## config.mk

```make
export PLATFORM = sky130hd
export DESIGN_NAME = pulse_voice_with_envelope_top_flat
export DESIGN_NICKNAME = d
export VERILOG_FILES = /design/src/rtl/pvenv_pkg.sv /design/src/rtl/pvenv_cmd_if.sv /design/src/rtl/pvenv_smp_if.sv /design/src/rtl/pvenv_regs.sv /design/src/rtl/pvenv_env.sv /design/src/rtl/pvenv_osc.sv /design/src/rtl/pulse_voice_with_envelope_top.sv /design/src/flat_wrapper.sv
export SDC_FILE = /design/constraint.sdc
export NUM_CORES = 1
export LEC_CHECK = 0
export ABC_AREA = 1
export BUFFER_PORTS_ARGS = -buffer_cell sky130_fd_sc_hd__buf_2
export CORE_MARGIN = 1.5
export CORE_UTILIZATION = 35
export DETAILED_ROUTE_END_ITERATION = 12
export SETUP_SLACK_MARGIN = 0.3
export SLEW_MARGIN = 20
export SYNTH_ARGS = -nofsm -noshare
export SYNTH_HDL_FRONTEND = slang
export SYNTH_SLANG_ARGS = --single-unit
```

## constraint.sdc

```tcl
create_clock -name clk -period 9 [get_ports clk]
set_clock_uncertainty 0.1 [all_clocks]
set_input_delay 0.9 -clock clk [delete_from_list [all_inputs] [get_ports clk]]
set_output_delay 0.9 -clock clk [all_outputs]
set_load 0.02 [all_outputs]
```

## src/rtl/pvenv_pkg.sv

```systemverilog
package pvenv_pkg;

	// voice constants
	localparam int PHASE_BITS   = 18;
	localparam int AUDIO_RATE   = 30000;
	localparam int OCTAVE_SHIFT = 0;
	localparam int MULT_BITS    = 4;
	localparam logic [MULT_BITS-1:0] CARRIER_MULT = 4'd2;

	localparam int LEVEL_BITS  = 12;
	localparam int SHIFT_BITS  = 4;
	localparam int DEPTH_BITS  = 8;
	localparam int VIB_BITS    = 12;
	localparam int SAMPLE_BITS = 14;
	localparam int NOTE_BITS   = 7;
	localparam int NOTE_COUNT  = 128;
	localparam int ADDR_BITS   = 5;
	localparam int DATA_BITS   = 32;

	localparam logic [LEVEL_BITS-1:0] LEVEL_FULL = 12'd4095;
	localparam logic signed [VIB_BITS-1:0] COS_START = 12'sd1023;

	// command codes
	typedef enum logic [1:0] {
		OP_NOTE_ON  = 2'd0,
		OP_NOTE_OFF = 2'd1,
		OP_ENV_TICK = 2'd2,
		OP_SAMPLE   = 2'd3
	} op_t;

	// register map, word index
	typedef enum logic [2:0] {
		REG_SUSTAIN   = 3'd0,
		REG_DECAY     = 3'd1,
		REG_RELEASE   = 3'd2,
		REG_VIB_SPEED = 3'd3,
		REG_VIB_ATTK  = 3'd4,
		REG_VIB_DEPTH = 3'd5,
		REG_DUTY      = 3'd6,
		REG_DETUNE    = 3'd7
	} reg_idx_t;

	typedef struct packed {
		logic [LEVEL_BITS-1:0] sustain_level;
		logic [SHIFT_BITS-1:0] decay_shift;
		logic [SHIFT_BITS-1:0] release_shift;
		logic [SHIFT_BITS-1:0] vib_speed_shift;
		logic [SHIFT_BITS-1:0] vib_attack_shift;
		logic [DEPTH_BITS-1:0] vib_depth_max;
		logic                  duty_select;
		logic [PHASE_BITS-1:0] second_detune;
	} cfg_t;

	localparam cfg_t CFG_RESET = '{
		sustain_level:    12'd2048,
		decay_shift:      4'd4,
		release_shift:    4'd4,
		vib_speed_shift:  4'd6,
		vib_attack_shift: 4'd0,
		vib_depth_max:    8'd0,
		duty_select:      1'b0,
		second_detune:    18'd0
	};

	// top -> envelope
	typedef struct packed {
		logic                 note_on;
		logic                 note_off;
		logic                 tick;
		logic [NOTE_BITS-1:0] note;
	} env_cmd_t;

	// envelope -> oscillator
	typedef struct packed {
		logic [LEVEL_BITS-1:0]       level;
		logic [PHASE_BITS-1:0]       pitch;
		logic [DEPTH_BITS-1:0]       depth;
		logic signed [VIB_BITS-1:0]  cosine;
	} voice_t;

	// top <-> oscillator
	typedef struct packed {
		logic clear;
		logic start;
	} osc_ctl_t;

	typedef struct packed {
		logic busy;
		logic done;
	} osc_stat_t;

	// pitch step table, built at elaboration
	typedef logic [24:0] frac_t;
	localparam frac_t SEMI_FRAC [12] = '{
		25'd16777216, 25'd17774841, 25'd18831788, 25'd19951585,
		25'd21137968, 25'd22394897, 25'd23726566, 25'd25137421,
		25'd26632170, 25'd28215802, 25'd29893600, 25'd31671166
	};
	localparam longint unsigned STEP_DEN = longint'(AUDIO_RATE) << 24;

	typedef logic [NOTE_COUNT-1:0][PHASE_BITS-1:0] step_tab_t;

	function automatic step_tab_t build_steps();
		step_tab_t tab;
		int ee;
		int q;
		int r;
		int s;
		longint unsigned num;
		tab = '0;
		for (int n = 0; n < NOTE_COUNT; n++) begin
			ee = n - 69 + 12 * OCTAVE_SHIFT + 12 * 16;
			if (ee < 0) ee = 0;
			q = ee / 12 - 16;
			r = ee % 12;
			num = 64'd440 * longint'(SEMI_FRAC[r]);
			s = PHASE_BITS + q;
			if (s >= 0) begin
				if (s > 29) s = 29;
				num = num << s;
			end else begin
				if (s < -20) s = -20;
				num = num >> (-s);
			end
			tab[n] = PHASE_BITS'(num / STEP_DEN);
		end
		return tab;
	endfunction

	localparam step_tab_t STEP_TABLE = build_steps();

endpackage

```

## src/rtl/pvenv_cmd_if.sv

```systemverilog
interface pvenv_cmd_if;
	logic                            valid;
	logic                            ready;
	pvenv_pkg::op_t                  opcode;
	logic [pvenv_pkg::NOTE_BITS-1:0] note;

	modport source (output valid, output opcode, output note, input ready);
	modport sink   (input valid, input opcode, input note, output ready);
endinterface

```

## src/rtl/pvenv_smp_if.sv

```systemverilog
interface pvenv_smp_if;
	logic                                     valid;
	logic                                     ready;
	logic signed [pvenv_pkg::SAMPLE_BITS-1:0] sample;

	modport source (output valid, output sample, input ready);
	modport sink   (input valid, input sample, output ready);
endinterface

```

## src/rtl/pvenv_regs.sv

```systemverilog
module pvenv_regs (
	input  logic                            clk,
	input  logic                            arst_n,
	input  logic                            psel,
	input  logic                            penable,
	input  logic                            pwrite,
	input  logic [pvenv_pkg::ADDR_BITS-1:0] paddr,
	input  logic [pvenv_pkg::DATA_BITS-1:0] pwdata,
	output logic [pvenv_pkg::DATA_BITS-1:0] prdata,
	output logic                            pready,
	output pvenv_pkg::cfg_t                 cfg
);

	pvenv_pkg::cfg_t      cfg_q;
	pvenv_pkg::reg_idx_t  idx;
	logic                 wr;

	assign idx    = pvenv_pkg::reg_idx_t'(paddr[pvenv_pkg::ADDR_BITS-1:2]);
	assign wr     = psel & penable & pwrite;
	assign pready = 1'b1;
	assign cfg    = cfg_q;

	// register writes in the access phase
	always_ff @(posedge clk or negedge arst_n) begin
		if (!arst_n) begin
			cfg_q <= pvenv_pkg::CFG_RESET;
		end else if (wr) begin
			unique case (idx)
				pvenv_pkg::REG_SUSTAIN:   cfg_q.sustain_level    <= pwdata[11:0];
				pvenv_pkg::REG_DECAY:     cfg_q.decay_shift      <= pwdata[3:0];
				pvenv_pkg::REG_RELEASE:   cfg_q.release_shift    <= pwdata[3:0];
				pvenv_pkg::REG_VIB_SPEED: cfg_q.vib_speed_shift  <= pwdata[3:0];
				pvenv_pkg::REG_VIB_ATTK:  cfg_q.vib_attack_shift <= pwdata[3:0];
				pvenv_pkg::REG_VIB_DEPTH: cfg_q.vib_depth_max    <= pwdata[7:0];
				pvenv_pkg::REG_DUTY:      cfg_q.duty_select      <= pwdata[0];
				pvenv_pkg::REG_DETUNE:    cfg_q.second_detune    <= pwdata[17:0];
				default:                  cfg_q                  <= cfg_q;
			endcase
		end
	end

	// read mux
	always_comb begin
		unique case (idx)
			pvenv_pkg::REG_SUSTAIN:   prdata = 32'(cfg_q.sustain_level);
			pvenv_pkg::REG_DECAY:     prdata = 32'(cfg_q.decay_shift);
			pvenv_pkg::REG_RELEASE:   prdata = 32'(cfg_q.release_shift);
			pvenv_pkg::REG_VIB_SPEED: prdata = 32'(cfg_q.vib_speed_shift);
			pvenv_pkg::REG_VIB_ATTK:  prdata = 32'(cfg_q.vib_attack_shift);
			pvenv_pkg::REG_VIB_DEPTH: prdata = 32'(cfg_q.vib_depth_max);
			pvenv_pkg::REG_DUTY:      prdata = 32'(cfg_q.duty_select);
			pvenv_pkg::REG_DETUNE:    prdata = 32'(cfg_q.second_detune);
			default:                  prdata = '0;
		endcase
	end

endmodule

```

## src/rtl/pvenv_env.sv

```systemverilog
module pvenv_env (
	input  logic                clk,
	input  logic                arst_n,
	input  pvenv_pkg::cfg_t     cfg,
	input  pvenv_pkg::env_cmd_t cmd,
	output pvenv_pkg::voice_t   voice
);

	typedef enum logic [2:0] {
		ST_IDLE    = 3'd0,
		ST_ATTACK  = 3'd1,
		ST_DECAY   = 3'd2,
		ST_SUSTAIN = 3'd3,
		ST_RELEASE = 3'd4
	} stage_t;

	stage_t                                   stage_q;
	logic [pvenv_pkg::LEVEL_BITS-1:0]         level_q;
	logic [pvenv_pkg::PHASE_BITS-1:0]         pitch_q;
	logic signed [pvenv_pkg::VIB_BITS-1:0]    sine_q;
	logic signed [pvenv_pkg::VIB_BITS-1:0]    cosine_q;
	logic [pvenv_pkg::DEPTH_BITS-1:0]         depth_q;

	logic signed [pvenv_pkg::VIB_BITS-1:0]    cos_rot;
	logic signed [pvenv_pkg::VIB_BITS-1:0]    sin_rot;
	logic [pvenv_pkg::LEVEL_BITS-1:0]         dec_lvl;
	logic [pvenv_pkg::LEVEL_BITS-1:0]         rel_lvl;
	logic [pvenv_pkg::DEPTH_BITS-1:0]         dep_up;
	logic [pvenv_pkg::DEPTH_BITS-1:0]         dep_dn;
	logic [pvenv_pkg::DEPTH_BITS-1:0]         depth_ramp;

	// right shift rounded up
	function automatic logic [11:0] ceil_shr(input logic [11:0] v, input logic [3:0] s);
		logic [11:0] mask;
		mask = ~(12'hFFF << s);
		return (v >> s) + 12'(|(v & mask));
	endfunction

	// vibrato rotation, new cosine feeds the sine
	assign cos_rot = cosine_q - (sine_q >>> cfg.vib_speed_shift);
	assign sin_rot = sine_q + (cos_rot >>> cfg.vib_speed_shift);

	// decay and release level steps
	assign dec_lvl = (level_q > cfg.sustain_level)
		? level_q - ceil_shr(level_q - cfg.sustain_level, cfg.decay_shift)
		: level_q;
	assign rel_lvl = level_q - ceil_shr(level_q, cfg.release_shift);

	// vibrato depth ramp toward its target
	assign dep_up = cfg.vib_depth_max - depth_q;
	assign dep_dn = depth_q - cfg.vib_depth_max;
	assign depth_ramp = (cfg.vib_depth_max >= depth_q)
		? depth_q + 8'(ceil_shr({4'b0, dep_up}, cfg.vib_attack_shift))
		: depth_q - (dep_dn >> cfg.vib_attack_shift);

	always_ff @(posedge clk or negedge arst_n) begin
		if (!arst_n) begin
			stage_q  <= ST_IDLE;
			level_q  <= '0;
			pitch_q  <= '0;
			sine_q   <= '0;
			cosine_q <= '0;
			depth_q  <= '0;
		end else if (cmd.note_on) begin
			pitch_q  <= pvenv_pkg::STEP_TABLE[cmd.note];
			stage_q  <= ST_DECAY;
			level_q  <= pvenv_pkg::LEVEL_FULL;
			sine_q   <= '0;
			cosine_q <= pvenv_pkg::COS_START;
			depth_q  <= '0;
		end else if (cmd.note_off) begin
			stage_q <= ST_RELEASE;
		end else if (cmd.tick) begin
			cosine_q <= cos_rot;
			sine_q   <= sin_rot;
			unique case (stage_q)
				ST_IDLE: begin
				end
				ST_ATTACK: begin
					level_q <= pvenv_pkg::LEVEL_FULL;
					stage_q <= ST_DECAY;
				end
				ST_DECAY: begin
					if (dec_lvl <= cfg.sustain_level) begin
						level_q <= cfg.sustain_level;
						stage_q <= ST_SUSTAIN;
					end else begin
						level_q <= dec_lvl;
					end
					if (cfg.vib_attack_shift != '0) depth_q <= depth_ramp;
				end
				ST_SUSTAIN: begin
					level_q <= cfg.sustain_level;
				end
				ST_RELEASE: begin
					level_q <= rel_lvl;
					if (rel_lvl == '0) stage_q <= ST_IDLE;
				end
				default: begin
					// undefined stage codes only rotate the vibrato pair
				end
			endcase
		end
	end

	assign voice.level  = level_q;
	assign voice.pitch  = pitch_q;
	assign voice.depth  = depth_q;
	assign voice.cosine = cosine_q;

endmodule

```

## src/rtl/pvenv_osc.sv

```systemverilog
module pvenv_osc (
	input  logic                                     clk,
	input  logic                                     arst_n,
	input  pvenv_pkg::cfg_t                          cfg,
	input  pvenv_pkg::voice_t                        voice,
	input  pvenv_pkg::osc_ctl_t                      ctl,
	output pvenv_pkg::osc_stat_t                     stat,
	output logic signed [pvenv_pkg::SAMPLE_BITS-1:0] sample
);

	localparam int PB        = pvenv_pkg::PHASE_BITS;
	localparam int ACC_BITS  = 20;
	localparam int VIB_SHIFT = 10;
	localparam int CNT_BITS  = $clog2(PB);
	localparam int MB        = pvenv_pkg::MULT_BITS;
	localparam logic CARRIER_BIT0 = pvenv_pkg::CARRIER_MULT[0];

	typedef enum logic [1:0] {
		OS_IDLE,
		OS_MUL,
		OS_ADD
	} ostate_t;

	ostate_t                                   state_q;
	logic [CNT_BITS-1:0]                       cnt_q;
	logic                                      done_q;
	logic [PB-1:0]                             main_q;
	logic [PB-1:0]                             second_q;
	logic [PB-1:0]                             pitch_sr_q;
	logic [PB-1:0]                             det_sr_q;
	logic [pvenv_pkg::DEPTH_BITS-1:0]          mplier_q;
	logic signed [ACC_BITS-1:0]                mcand_q;
	logic signed [ACC_BITS-1:0]                acc_q;
	logic                                      inc_c_q;
	logic                                      main_c_q;
	logic [2:0]                                sec_c_q;
	logic [MB-2:0]                             hist_q;
	logic signed [pvenv_pkg::SAMPLE_BITS-1:0]  sample_q;

	logic signed [ACC_BITS-1:0]                acc_mul;
	logic [1:0]                                inc_sum;
	logic [1:0]                                main_sum;
	logic [2:0]                                msum;
	logic [3:0]                                sec_sum;
	logic                                      main_hi;
	logic                                      second_hi;
	logic [pvenv_pkg::SAMPLE_BITS-1:0]         twice_lvl;
	logic [pvenv_pkg::SAMPLE_BITS-1:0]         sample_next;

	// wave outputs from the current phases
	assign main_hi   = main_q[PB-1] & (main_q[PB-2] | ~cfg.duty_select);
	assign second_hi = second_q[PB-1] & (second_q[PB-2] | ~cfg.duty_select);
	assign twice_lvl = {1'b0, voice.level, 1'b0};
	always_comb begin
		if (main_hi && second_hi)        sample_next = twice_lvl;
		else if (!main_hi && !second_hi) sample_next = -twice_lvl;
		else                             sample_next = '0;
	end

	// shift-add step of depth * cosine
	assign acc_mul = acc_q + (mplier_q[0] ? mcand_q : '0);

	// bit-serial adders, LSB first
	assign inc_sum  = 2'(pitch_sr_q[0]) + 2'(acc_q[0]) + 2'(inc_c_q);
	assign main_sum = 2'(main_q[0]) + 2'(inc_sum[0]) + 2'(main_c_q);
	always_comb begin
		msum = 3'(CARRIER_BIT0 & inc_sum[0]);
		for (int k = 1; k < MB; k++) begin
			msum = msum + 3'(pvenv_pkg::CARRIER_MULT[k] & hist_q[k-1]);
		end
	end
	assign sec_sum = 4'(second_q[0]) + 4'(det_sr_q[0]) + 4'(msum) + 4'(sec_c_q);

	always_ff @(posedge clk or negedge arst_n) begin
		if (!arst_n) begin
			state_q    <= OS_IDLE;
			cnt_q      <= '0;
			done_q     <= 1'b0;
			main_q     <= '0;
			second_q   <= '0;
			pitch_sr_q <= '0;
			det_sr_q   <= '0;
			mplier_q   <= '0;
			mcand_q    <= '0;
			acc_q      <= '0;
			inc_c_q    <= 1'b0;
			main_c_q   <= 1'b0;
			sec_c_q    <= '0;
			hist_q     <= '0;
			sample_q   <= '0;
		end else begin
			// one-cycle pulse after the last phase bit
			done_q <= (state_q == OS_ADD) && (cnt_q == CNT_BITS'(PB - 1));
			unique case (state_q)
				OS_IDLE: begin
					if (ctl.clear) begin
						main_q   <= '0;
						second_q <= '0;
					end
					if (ctl.start) begin
						sample_q   <= sample_next;
						mplier_q   <= voice.depth;
						mcand_q    <= ACC_BITS'(voice.cosine);
						acc_q      <= '0;
						pitch_sr_q <= voice.pitch;
						det_sr_q   <= cfg.second_detune;
						cnt_q      <= '0;
						state_q    <= OS_MUL;
					end
				end
				OS_MUL: begin
					mplier_q <= mplier_q >> 1;
					mcand_q  <= mcand_q <<< 1;
					if (cnt_q == CNT_BITS'(pvenv_pkg::DEPTH_BITS - 1)) begin
						// keep only the vibrato offset, sign in the upper bits
						acc_q    <= acc_mul >>> VIB_SHIFT;
						inc_c_q  <= 1'b0;
						main_c_q <= 1'b0;
						sec_c_q  <= '0;
						hist_q   <= '0;
						cnt_q    <= '0;
						state_q  <= OS_ADD;
					end else begin
						acc_q <= acc_mul;
						cnt_q <= cnt_q + 1'b1;
					end
				end
				OS_ADD: begin
					acc_q      <= acc_q >>> 1;
					pitch_sr_q <= pitch_sr_q >> 1;
					det_sr_q   <= det_sr_q >> 1;
					inc_c_q    <= inc_sum[1];
					main_c_q   <= main_sum[1];
					sec_c_q    <= sec_sum[3:1];
					main_q     <= {main_sum[0], main_q[PB-1:1]};
					second_q   <= {sec_sum[0], second_q[PB-1:1]};
					hist_q     <= {hist_q[MB-3:0], inc_sum[0]};
					cnt_q      <= cnt_q + 1'b1;
					if (cnt_q == CNT_BITS'(PB - 1)) begin
						state_q <= OS_IDLE;
					end
				end
				default: state_q <= OS_IDLE;
			endcase
		end
	end

	assign stat.busy = (state_q != OS_IDLE);
	assign stat.done = done_q;
	assign sample    = sample_q;

endmodule

```

## src/rtl/pulse_voice_with_envelope_top.sv

```systemverilog
// Note on, note off and envelope tick complete in the accept cycle; the next word can be taken
// in the cycle after.
// A sample tick runs an 8-bit shift-add multiply for the vibrato offset, then a bit-serial add
// over the 18 phase bits; no word is taken until its sample is loaded into the output register.
// The output register holds a finished word while further commands are accepted.
// arst_n (asynchronous, active low) clears voice state and restores register defaults.
module pulse_voice_with_envelope_top (
	input  logic                            clk,
	input  logic                            arst_n,
	pvenv_cmd_if.sink                       cmd,
	pvenv_smp_if.source                     smp,
	input  logic                            psel,
	input  logic                            penable,
	input  logic                            pwrite,
	input  logic [pvenv_pkg::ADDR_BITS-1:0] paddr,
	input  logic [pvenv_pkg::DATA_BITS-1:0] pwdata,
	output logic [pvenv_pkg::DATA_BITS-1:0] prdata,
	output logic                            pready
);

	typedef enum logic [1:0] {
		TS_IDLE,
		TS_RUN,
		TS_HOLD
	} tstate_t;

	tstate_t                                   state_q;
	logic                                      smp_valid_q;
	logic signed [pvenv_pkg::SAMPLE_BITS-1:0]  smp_data_q;

	pvenv_pkg::cfg_t                           cfg;
	pvenv_pkg::env_cmd_t                       env_cmd;
	pvenv_pkg::voice_t                         voice;
	pvenv_pkg::osc_ctl_t                       osc_ctl;
	pvenv_pkg::osc_stat_t                      osc_stat;
	logic signed [pvenv_pkg::SAMPLE_BITS-1:0]  osc_sample;
	logic                                      cmd_acc;
	logic                                      out_free;
	logic                                      out_load;

	pvenv_regs u_regs (
		.clk     (clk),
		.arst_n  (arst_n),
		.psel    (psel),
		.penable (penable),
		.pwrite  (pwrite),
		.paddr   (paddr),
		.pwdata  (pwdata),
		.prdata  (prdata),
		.pready  (pready),
		.cfg     (cfg)
	);

	pvenv_env u_env (
		.clk    (clk),
		.arst_n (arst_n),
		.cfg    (cfg),
		.cmd    (env_cmd),
		.voice  (voice)
	);

	pvenv_osc u_osc (
		.clk    (clk),
		.arst_n (arst_n),
		.cfg    (cfg),
		.voice  (voice),
		.ctl    (osc_ctl),
		.stat   (osc_stat),
		.sample (osc_sample)
	);

	// command decode
	assign cmd.ready        = (state_q == TS_IDLE);
	assign cmd_acc          = cmd.valid & cmd.ready;
	assign env_cmd.note_on  = cmd_acc && (cmd.opcode == pvenv_pkg::OP_NOTE_ON);
	assign env_cmd.note_off = cmd_acc && (cmd.opcode == pvenv_pkg::OP_NOTE_OFF);
	assign env_cmd.tick     = cmd_acc && (cmd.opcode == pvenv_pkg::OP_ENV_TICK);
	assign env_cmd.note     = cmd.note;
	assign osc_ctl.clear    = env_cmd.note_on;
	assign osc_ctl.start    = cmd_acc && (cmd.opcode == pvenv_pkg::OP_SAMPLE);

	// output register
	assign out_free   = !smp_valid_q || smp.ready;
	assign out_load   = out_free &&
		(((state_q == TS_RUN) && osc_stat.done) || (state_q == TS_HOLD));
	assign smp.valid  = smp_valid_q;
	assign smp.sample = smp_data_q;

	// sequencer and output word
	always_ff @(posedge clk or negedge arst_n) begin
		if (!arst_n) begin
			state_q     <= TS_IDLE;
			smp_valid_q <= 1'b0;
			smp_data_q  <= '0;
		end else begin
			if (out_load) begin
				smp_valid_q <= 1'b1;
				smp_data_q  <= osc_sample;
			end else if (smp.ready) begin
				smp_valid_q <= 1'b0;
			end
			unique case (state_q)
				TS_IDLE: begin
					if (osc_ctl.start) state_q <= TS_RUN;
				end
				TS_RUN: begin
					if (osc_stat.done) begin
						if (out_free) state_q <= TS_IDLE;
						else          state_q <= TS_HOLD;
					end
				end
				TS_HOLD: begin
					if (out_free) state_q <= TS_IDLE;
				end
				default: state_q <= TS_IDLE;
			endcase
		end
	end

	// oscillator finishes only while a sample tick is pending
	a_done_in_run: assert property (@(posedge clk) disable iff (!arst_n)
		osc_stat.done |-> (state_q == TS_RUN))
		else $error("oscillator done outside a sample tick");

	// an accepted sample tick starts the serial pass
	a_start_busy: assert property (@(posedge clk) disable iff (!arst_n)
		osc_ctl.start |=> osc_stat.busy)
		else $error("sample tick did not start the oscillator");

	// waiting to hand over only while the output register is full
	a_hold_full: assert property (@(posedge clk) disable iff (!arst_n)
		(state_q == TS_HOLD) |-> smp_valid_q)
		else $error("holding a word with an empty output register");

endmodule

```

## src/flat_wrapper.sv

```systemverilog
// flat-port wrapper written by rule: the top's interface ports become plain ports
module pulse_voice_with_envelope_top_flat 
  (clk, arst_n, psel, penable, pwrite, paddr, pwdata, prdata, pready, cmd_valid, cmd_opcode, cmd_note, cmd_ready, smp_valid, smp_sample, smp_ready);
  pvenv_cmd_if cmd_i ();
  pvenv_smp_if smp_i ();
  input  logic clk;
  input  logic arst_n;
  input  logic psel;
  input  logic penable;
  input  logic pwrite;
  input  logic [pvenv_pkg::ADDR_BITS-1:0] paddr;
  input  logic [pvenv_pkg::DATA_BITS-1:0] pwdata;
  output logic [pvenv_pkg::DATA_BITS-1:0] prdata;
  output logic pready;
  input wire logic [$bits(cmd_i.valid)-1:0] cmd_valid;
  input wire logic [$bits(cmd_i.opcode)-1:0] cmd_opcode;
  input wire logic [$bits(cmd_i.note)-1:0] cmd_note;
  output wire logic [$bits(cmd_i.ready)-1:0] cmd_ready;
  output wire logic [$bits(smp_i.valid)-1:0] smp_valid;
  output wire logic [$bits(smp_i.sample)-1:0] smp_sample;
  input wire logic [$bits(smp_i.ready)-1:0] smp_ready;
  assign cmd_i.valid = cmd_valid;
  assign cmd_i.opcode = cmd_opcode;
  assign cmd_i.note = cmd_note;
  assign cmd_ready = cmd_i.ready;
  assign smp_valid = smp_i.valid;
  assign smp_sample = smp_i.sample;
  assign smp_i.ready = smp_ready;
  pulse_voice_with_envelope_top u_core (.clk(clk), .arst_n(arst_n), .cmd(cmd_i), .smp(smp_i), .psel(psel), .penable(penable), .pwrite(pwrite), .paddr(paddr), .pwdata(pwdata), .prdata(prdata), .pready(pready));
endmodule
```

# --- Word level (Yosys, flattened, before mapping) ---
# Memories as Yosys holds them, arrays and structs flattened. A register that Yosys moved wholly into a read port is not among the register bits.
# Index checks and enable logic that the tools add are counted.
totals:
  elab_cells: 229
  rom_bits: 2304
  n_memories: 1
  regBits: 267
  inputBits: 53
memory_table:
  columns: ["name", "words", "width", "read_ports", "rd_ports_with_merged_regs", "wr", "line", "rtl"]
  rows:
  - ["(no name shown)", 128, 18, 1, 1, 0, "pvenv_env.sv:65", "pitch_q <= pvenv_pkg::STEP_TABLE[cmd.note];"]
classes:
  n_mux: 61
  n_reduce_logical: 56
  n_eq_ne: 30
  n_addsub: 22
  bitwise_logic: 15
  order_cmp: 3
  shift: 9
ops:
  columns: ["cell", "count"]
  rows:
  - ["32-bit case mux with 8 select lines", 1]
  - ["18-bit case mux with 2 select lines", 4]
  - ["12-bit 2-to-1 mux", 11]
  - ["20-bit 2-to-1 mux", 3]
  - ["20-bit case mux with 3 select lines", 1]
  - ["8-bit 2-to-1 mux", 7]
  - ["18-bit 2-to-1 mux", 3]
  - ["12-bit case mux with 4 select lines", 1]
  - ["12-bit subtractor", 4]
  - ["20-bit case mux with 2 select lines", 1]
  - ["12-bit NOT", 3]
  - ["12-bit OR reduction", 3]
  - ["12-bit by 4-bit << shifter with 12-bit output, first input constant", 3]
  - ["2-bit AND reduction", 15]
  - ["14-bit 2-to-1 mux", 2]
  - ["12-bit by 1-bit adder with 12-bit output", 2]
  - ["12-bit bitwise AND", 2]
  - ["12-bit by 4-bit right shift with 12-bit output", 2]
  - ["12-bit by 4-bit >>> shifter with 12-bit output", 2]
  - ["8-bit subtractor", 3]
  - ["20-bit adder", 1]
  - ["19-bit 2-to-1 mux", 1]
  - ["3-bit 2-to-1 mux", 6]
  - ["8-bit case mux with 2 select lines", 1]
  - ["47 further kinds", 114]

# --- Longest topological paths before layout ---
logic_depth:
  ltp_word: 13
  depth_mapped: 42
  ltp_nobuf: 42

# --- Cells and area by module ---
# Synthesis repeated with hierarchy kept, for this count alone.
unflattened:
  hier_cells: 3447
  hier_area_um2: 23478.8
modules_own_cells:
  columns: ["module", "cells_per_inst", "seq_area_each_um2", "area_each_um2", "n_inst"]
  rows:
  - ["pvenv_env", 1909, 1601.5, 11668.7, 1]
  - ["pvenv_osc", 1127, 3678.5, 8355.5, 1]
  - ["pvenv_regs", 319, 1382.6, 2682.6, 1]
  - ["pulse_voice_with_envelope_top", 92, 425.4, 772.0, 1]

# --- Least setup slack after synthesis ---
# Ideal clock, no wire load.
synth_path:
  path_kind: "reg2reg"
  start: "register u_core.u_env.level_q[0] (netlist name)"
  end: "register u_core.u_env.level_q[7] (netlist name)"
  path_stages_with_launch: 36
  path_slack_ns: 3.073
  arrival_ns: 5.697
  n_path_buf: 1
  required_time_ns: 8.770
  cell_sequence: "dfrtp_1 -> inv_1 -> ha_1 -> inv_1 -> fa_1 -> nand3_1 -> nand2_1 -> nand2_1 -> nand2_1 -> nand3_1 -> nand3_1 -> nand2_1 -> nand2_1 -> o21ai_0 -> nand2_1 -> nand3_1 -> nand2_1 -> fa_1 -> inv_1 -> ha_1 -> or2_2 -> fa_1 -> a21oi_1 -> o21bai_1 -> or2_2 -> nand3_1 -> o21ai_2 -> ha_1 -> nand4_1 -> nor2_1 -> inv_1 -> o21ai_0 -> buf_2 -> a21oi_1 -> o21ai_0 -> a31oi_1"
synth_between:
  elab_chain_cells: 12
  word_cells_on_any_way: 19
  classes_between: "add/sub (5); order compare (2); shift (2); mux (6); bitwise (2); reduce/logical (2)"
synth_lines:
  columns: ["item", "line", "rtl"]
  rows:
  - ["start: declaration", "pvenv_env.sv:18", "logic [pvenv_pkg::LEVEL_BITS-1:0] level_q;"]
  - ["start signal: assignment", "pvenv_env.sv:67", "level_q <= pvenv_pkg::LEVEL_FULL;"]
  - ["start signal: assignment", "pvenv_env.sv:80", "level_q <= pvenv_pkg::LEVEL_FULL;"]
  - ["start signal: assignment", "pvenv_env.sv:85", "level_q <= cfg.sustain_level;"]
  - ["parallel branches: the longest is 8 deep, another holds 12-bit subtractor", null, null]
  - ["12-bit case mux with 4 select lines (*)", "pvenv_env.sv:76", "unique case (stage_q)"]
  - ["12-bit 2-to-1 mux (*)", "pvenv_env.sv:73", "end else if (cmd.tick) begin"]
  - ["12-bit 2-to-1 mux (*)", "pvenv_env.sv:71", "end else if (cmd.note_off) begin"]
  - ["12-bit 2-to-1 mux (*)", "pvenv_env.sv:64", "end else if (cmd.note_on) begin"]
# Every way passes the cells marked *. The select of a mux whose other input is x is not followed.
# A chain may end at the register's enable or synchronous reset.

# --- Worst setup path after layout ---
layout_path:
  start: "register u_core.u_env.level_q[0] (netlist name)"
  end: "register u_core.u_env.stage_q[1]"
layout_between:
  elab_chain_cells: 9
  word_cells_on_any_way: 18
  classes_between: "add/sub (5); order compare (2); eq/ne (2); shift (2); mux (1); bitwise (2); reduce/logical (4)"
layout_lines:
  columns: ["item", "line", "rtl"]
  rows:
  - ["parallel branches: the longest is 8 deep, another holds 12-bit subtractor", null, null]
  - ["4-bit AND reduction (no line) (*)", null, null]
  - ["end signal: assignment", "pvenv_env.sv:58", "stage_q <= ST_IDLE;"]
  - ["end signal: assignment", "pvenv_env.sv:81", "stage_q <= ST_DECAY;"]
  - ["end signal: assignment", "pvenv_env.sv:86", "stage_q <= ST_SUSTAIN;"]
  - ["end: declaration", "pvenv_env.sv:17", "stage_t stage_q;"]
# Every way passes the cells marked *.

==> parameters.txt <==
Parameter                              Value

Routing
  Total DRC errors in the routed layout    0
  Number of violations reported at the end of detailed-routing iteration 0    1729
  Via count    21333
  Via density    5.16
  Total Wirelength    66200 µm
  Drt pass-1 iters    6
  Antenna-violating nets left    0
  DR WL/cell    16.0 µm

Synth
  Synth cell types    78
  Share of the yosys chip area belonging to registers    0.311
  Cell types with the largest area share after synthesis    dfrtp_1 (30%), nand2_1 (13%), ha_1 (8.5%)
  Leading area contributor after synthesis    dfrtp_1
  Synth async-reset ratio    1.00
  Total number of yosys warnings    0
  Syn avg cell area    6.94 µm²
  Cell area after synthesis    0.0226 mm²
  Mapped Cells    3261
  Synth Register Bits    281
  Area fraction of the dominant cell type after synthesis    0.305
  Post-synth EDFFs    0
  Dominant synthesized flop cell    dfrtp_1

Final layout
  Final net count    3482
  Total inserted antenna cells    0
  Area occupied by registers    0.00704 mm²
  Final-layout fill cell count    6935
  Layout area overhead    9.30%
  Area of all placed cells without fillers    0.0248 mm²
  Layout cell share with drive strength beyond 1    0.0750
  Multi-input gate area    0.0133 mm²

STA
  Fmax    0.140 GHz
  RSZ-0062 raised after global routing    false
  Worst slew margin    0.347
  Worst path setup slack after routing    1.85 ns
  Final Hold Violating Endpoints    0
  Final setup violation count    0
  Final period demand of the worst path    7.15 ns
  Final number of max-transition violations    0
  Slew at the pin closest to its max-slew limit    0.978 ns
  Setup tns final    0 ns
  Ratio of final minimum period to clock period    0.794

Floorplanning
  Starting utilization of the core area    0.353
  Die Span Y    257 µm
  FP Rows    93
  Total Die Area    0.0662 mm²
  Chip Width    257 µm
  Core area    0.0642 mm²
  Top-Level Pins    102

Place
  Count of input and output buffers    69
  Worst-case setup slack after placement    1.95 ns
  Routability congestion estimate    0.921
  Area of placed instances    0.0236 mm²
  Detailed placement HPWL    49600 µm

Critical path
  WP data required    9.34 ns
  Cell with the most instances on the worst path    nand2_1
  Slowest stage delay, CP    0.60 ns
  Maximum fanout encountered on the critical timing path    13
  Kind of end point of the critical path    register
  Kind of launch point of the worst setup path    register
  Setup Crit Path Kind    reg2reg
  Critical path arrival    7.49 ns
  Critical path's slowest cell    o21ai_1

GRT
  Antenna violations before repair    1
  GRT overflow    0
  Overall track demand over capacity in global routing    0.200
  Via count of the first global-routing pass    19959
  Maximum number of pins on one net before global-route repair    144
  First-pass GRT wire length    108000 µm

CTS
  Number of sinks driven by the clock tree    281
  Reg clk slew, reported paths    0.06 ns
  Post-CTS Setup Bufs    0
  Clk root buf    clkbuf_16
  TritonCTS clock tree    yes
  # resized after CTS    0
  Number of levels in the clock H-tree    2
  Skew-Pair Late Insertion Delay    0.57 ns
  Hold_buf cts    0
  Number of buffers on the longest clock path    3
  CTS buffer count    35

Min path
  Hold Path Class    in2async

Run
  Number of maximum-capacitance constraint violations    0

Outcome
  Outcome    finished, final reports clean

Power
  Peak supply drop    0.152 mV
  Areal power density over the cells    197 mW/mm²
  Leakage power    11.9 nW
## cells by family (layout without fill, tap and decap cells)
| logic type | count (synthesis) | after routing | share of synthesized area |
|---|---|---|---|
| XOR/XNOR | 66 | 66 | 0.0267 |
| AO/OA/AOI/OAI | 820 | 820 | 0.209 |
| other | 2 | 16 | 0.000332 |
| buffers and inverters | 596 | 603 | 0.106 |
| multiplexers | 3 | 3 | 0.00133 |
| AND/OR/NAND/NOR | 1322 | 1322 | 0.246 |
| adder cells (fa/ha/maj) | 171 | 171 | 0.100 |
| flip-flops | 281 | 281 | 0.311 |
## sequential cells by signal (all words and copies together), names as in the netlist, 12 cells and up
name                     count
u_core.u_osc.mcand_q        20
u_core.u_env.pitch_q        17
u_core.u_osc.pitch_sr_q     17
u_core.u_osc.second_q       18
u_core.u_osc.sample         13
u_core.u_env.level_q        12
u_core.u_osc.det_sr_q       18
u_core.u_regs.cfg           55
u_core.u_osc.main_q         18
u_core.u_osc.acc_q          20
u_core.smp.sample           13
u_core.u_env.sine_q         12
u_core.u_env.cosine_q       12
## worst paths after layout
kind | end | startpoint | depth (start not counted) | slack, ns
min reg2reg | u_core.smp.sample[7] | u_core.smp.sample[7] | 2 | 0.38
max in group asynchronous | u_core.u_regs.cfg[16] | arst_n | 3 | 6.59
min in group clk | u_core.smp.sample[7] | u_core.smp.sample[7] | 2 | 0.38
min | u_core.u_env.sine_q[8] | arst_n | 1 | 0.28
max reg2reg | u_core.u_env.stage_q[1] | u_core.u_env.level_q[0] | 37 | 1.85
max | u_core.u_env.stage_q[1] | u_core.u_env.level_q[0] | 37 | 1.85
## critical path, delay by kind of cell, from the launching register on
| family | cells | cell delay, ns |
|---|---|---|
| DFF | 1 | 0.41 |
| AOI/OAI and AO/OA | 6 | 1.25 |
| and+or+nand+nor | 19 | 2.19 |
| adders and majority gates | 6 | 2.12 |
| buffers and inverters | 6 | 0.94 |
## where the power goes
part	leakage, nW	switching [W]	total [W]	internal [W]
logic	7.84	0.00133	0.00203	0.000698
registers	3.50	0.0000799	0.00140	0.00132
clock network	0.568	0.000604	0.00144	0.000835
## cell type report
| cell class | instances | area share |
|---|---|---|
| Clock inverter | 16 | 0.00682 |
| Clock buffer | 45 | 0.0397 |
| Timing Repair Buffer | 84 | 0.0194 |
| Inverter | 458 | 0.0698 |
| Sequential cell | 281 | 0.284 |
| Multi-Input combinational cell | 2398 | 0.537 |
| Tap cell | 855 | 0.0432 |
## cell usage in the layout, fill, tap and decap left out, types with 9 or more instances in the layout
cell type and instances:
nand4_1 21, inv_2 17, buf_4 14, a21oi_1 196, clkbuf_16 35, o21ai_1 23, o21ai_0 350, nand2_1 786
ha_1 153, o22ai_1 39, xor2_1 45, nor2_1 232, xnor2_1 19, conb_1 16, nand2_2 10, inv_1 430
buf_2 68, a31oi_1 71, nand3_1 187, or2_2 15, o21ai_2 10, dfrtp_1 276, o211ai_1 26, o21bai_1 14
nor3_1 28, o221ai_1 14, fa_1 17, a22oi_1 9
## layer usage
| metal | share of wire | global-route usage | vias to the layer above |
|---|---|---|---|
| met1 | 0.48 | 0.284 | 9940 |
| met3 | 0.058 | 0.0316 | 92 |
| met5 | 0 | 0 | - |
| met2 | 0.44 | 0.317 | 505 |
| li1 | - | - | 10796 |
| met4 | 0.021 | 0.0479 | 0 |
## Yosys cell counts, types with 14 or more instances
cell type    n
nand3_1    187
inv_1      430
nor2_1     232
nor3_1      28
buf_4       22
o21bai_1    14
nand2_1    787
o211ai_1    26
a31oi_1     71
o221ai_1    14
xnor2_1     19
o21ai_1     22
o21ai_0    351
nand4_1     21
ha_1       154
clkbuf_1    72
xor2_1      45
or2_2       15
dfrtp_1    276
inv_2       17
o22ai_1     39
a21oi_1    196
fa_1        17
buf_2       36
## through the flow
stage / hold slack, ns / instances / utilization / power (W)
after detailed placement: 0.369 / 4076 / 0.367 / 0.00342
after floorplan: 0.336 / 3275 / - / 0.00292
after global placement: 0.364 / 4076 / 0.367 / 0.00342
after CTS: 0.305 / 4137 / 0.385 / 0.00489
after global routing: 0.342 / 4137 / 0.385 / 0.00526
final: 0.284 / 4137 / 0.385 / 0.00487
Power figures use the tool's default switching activity.
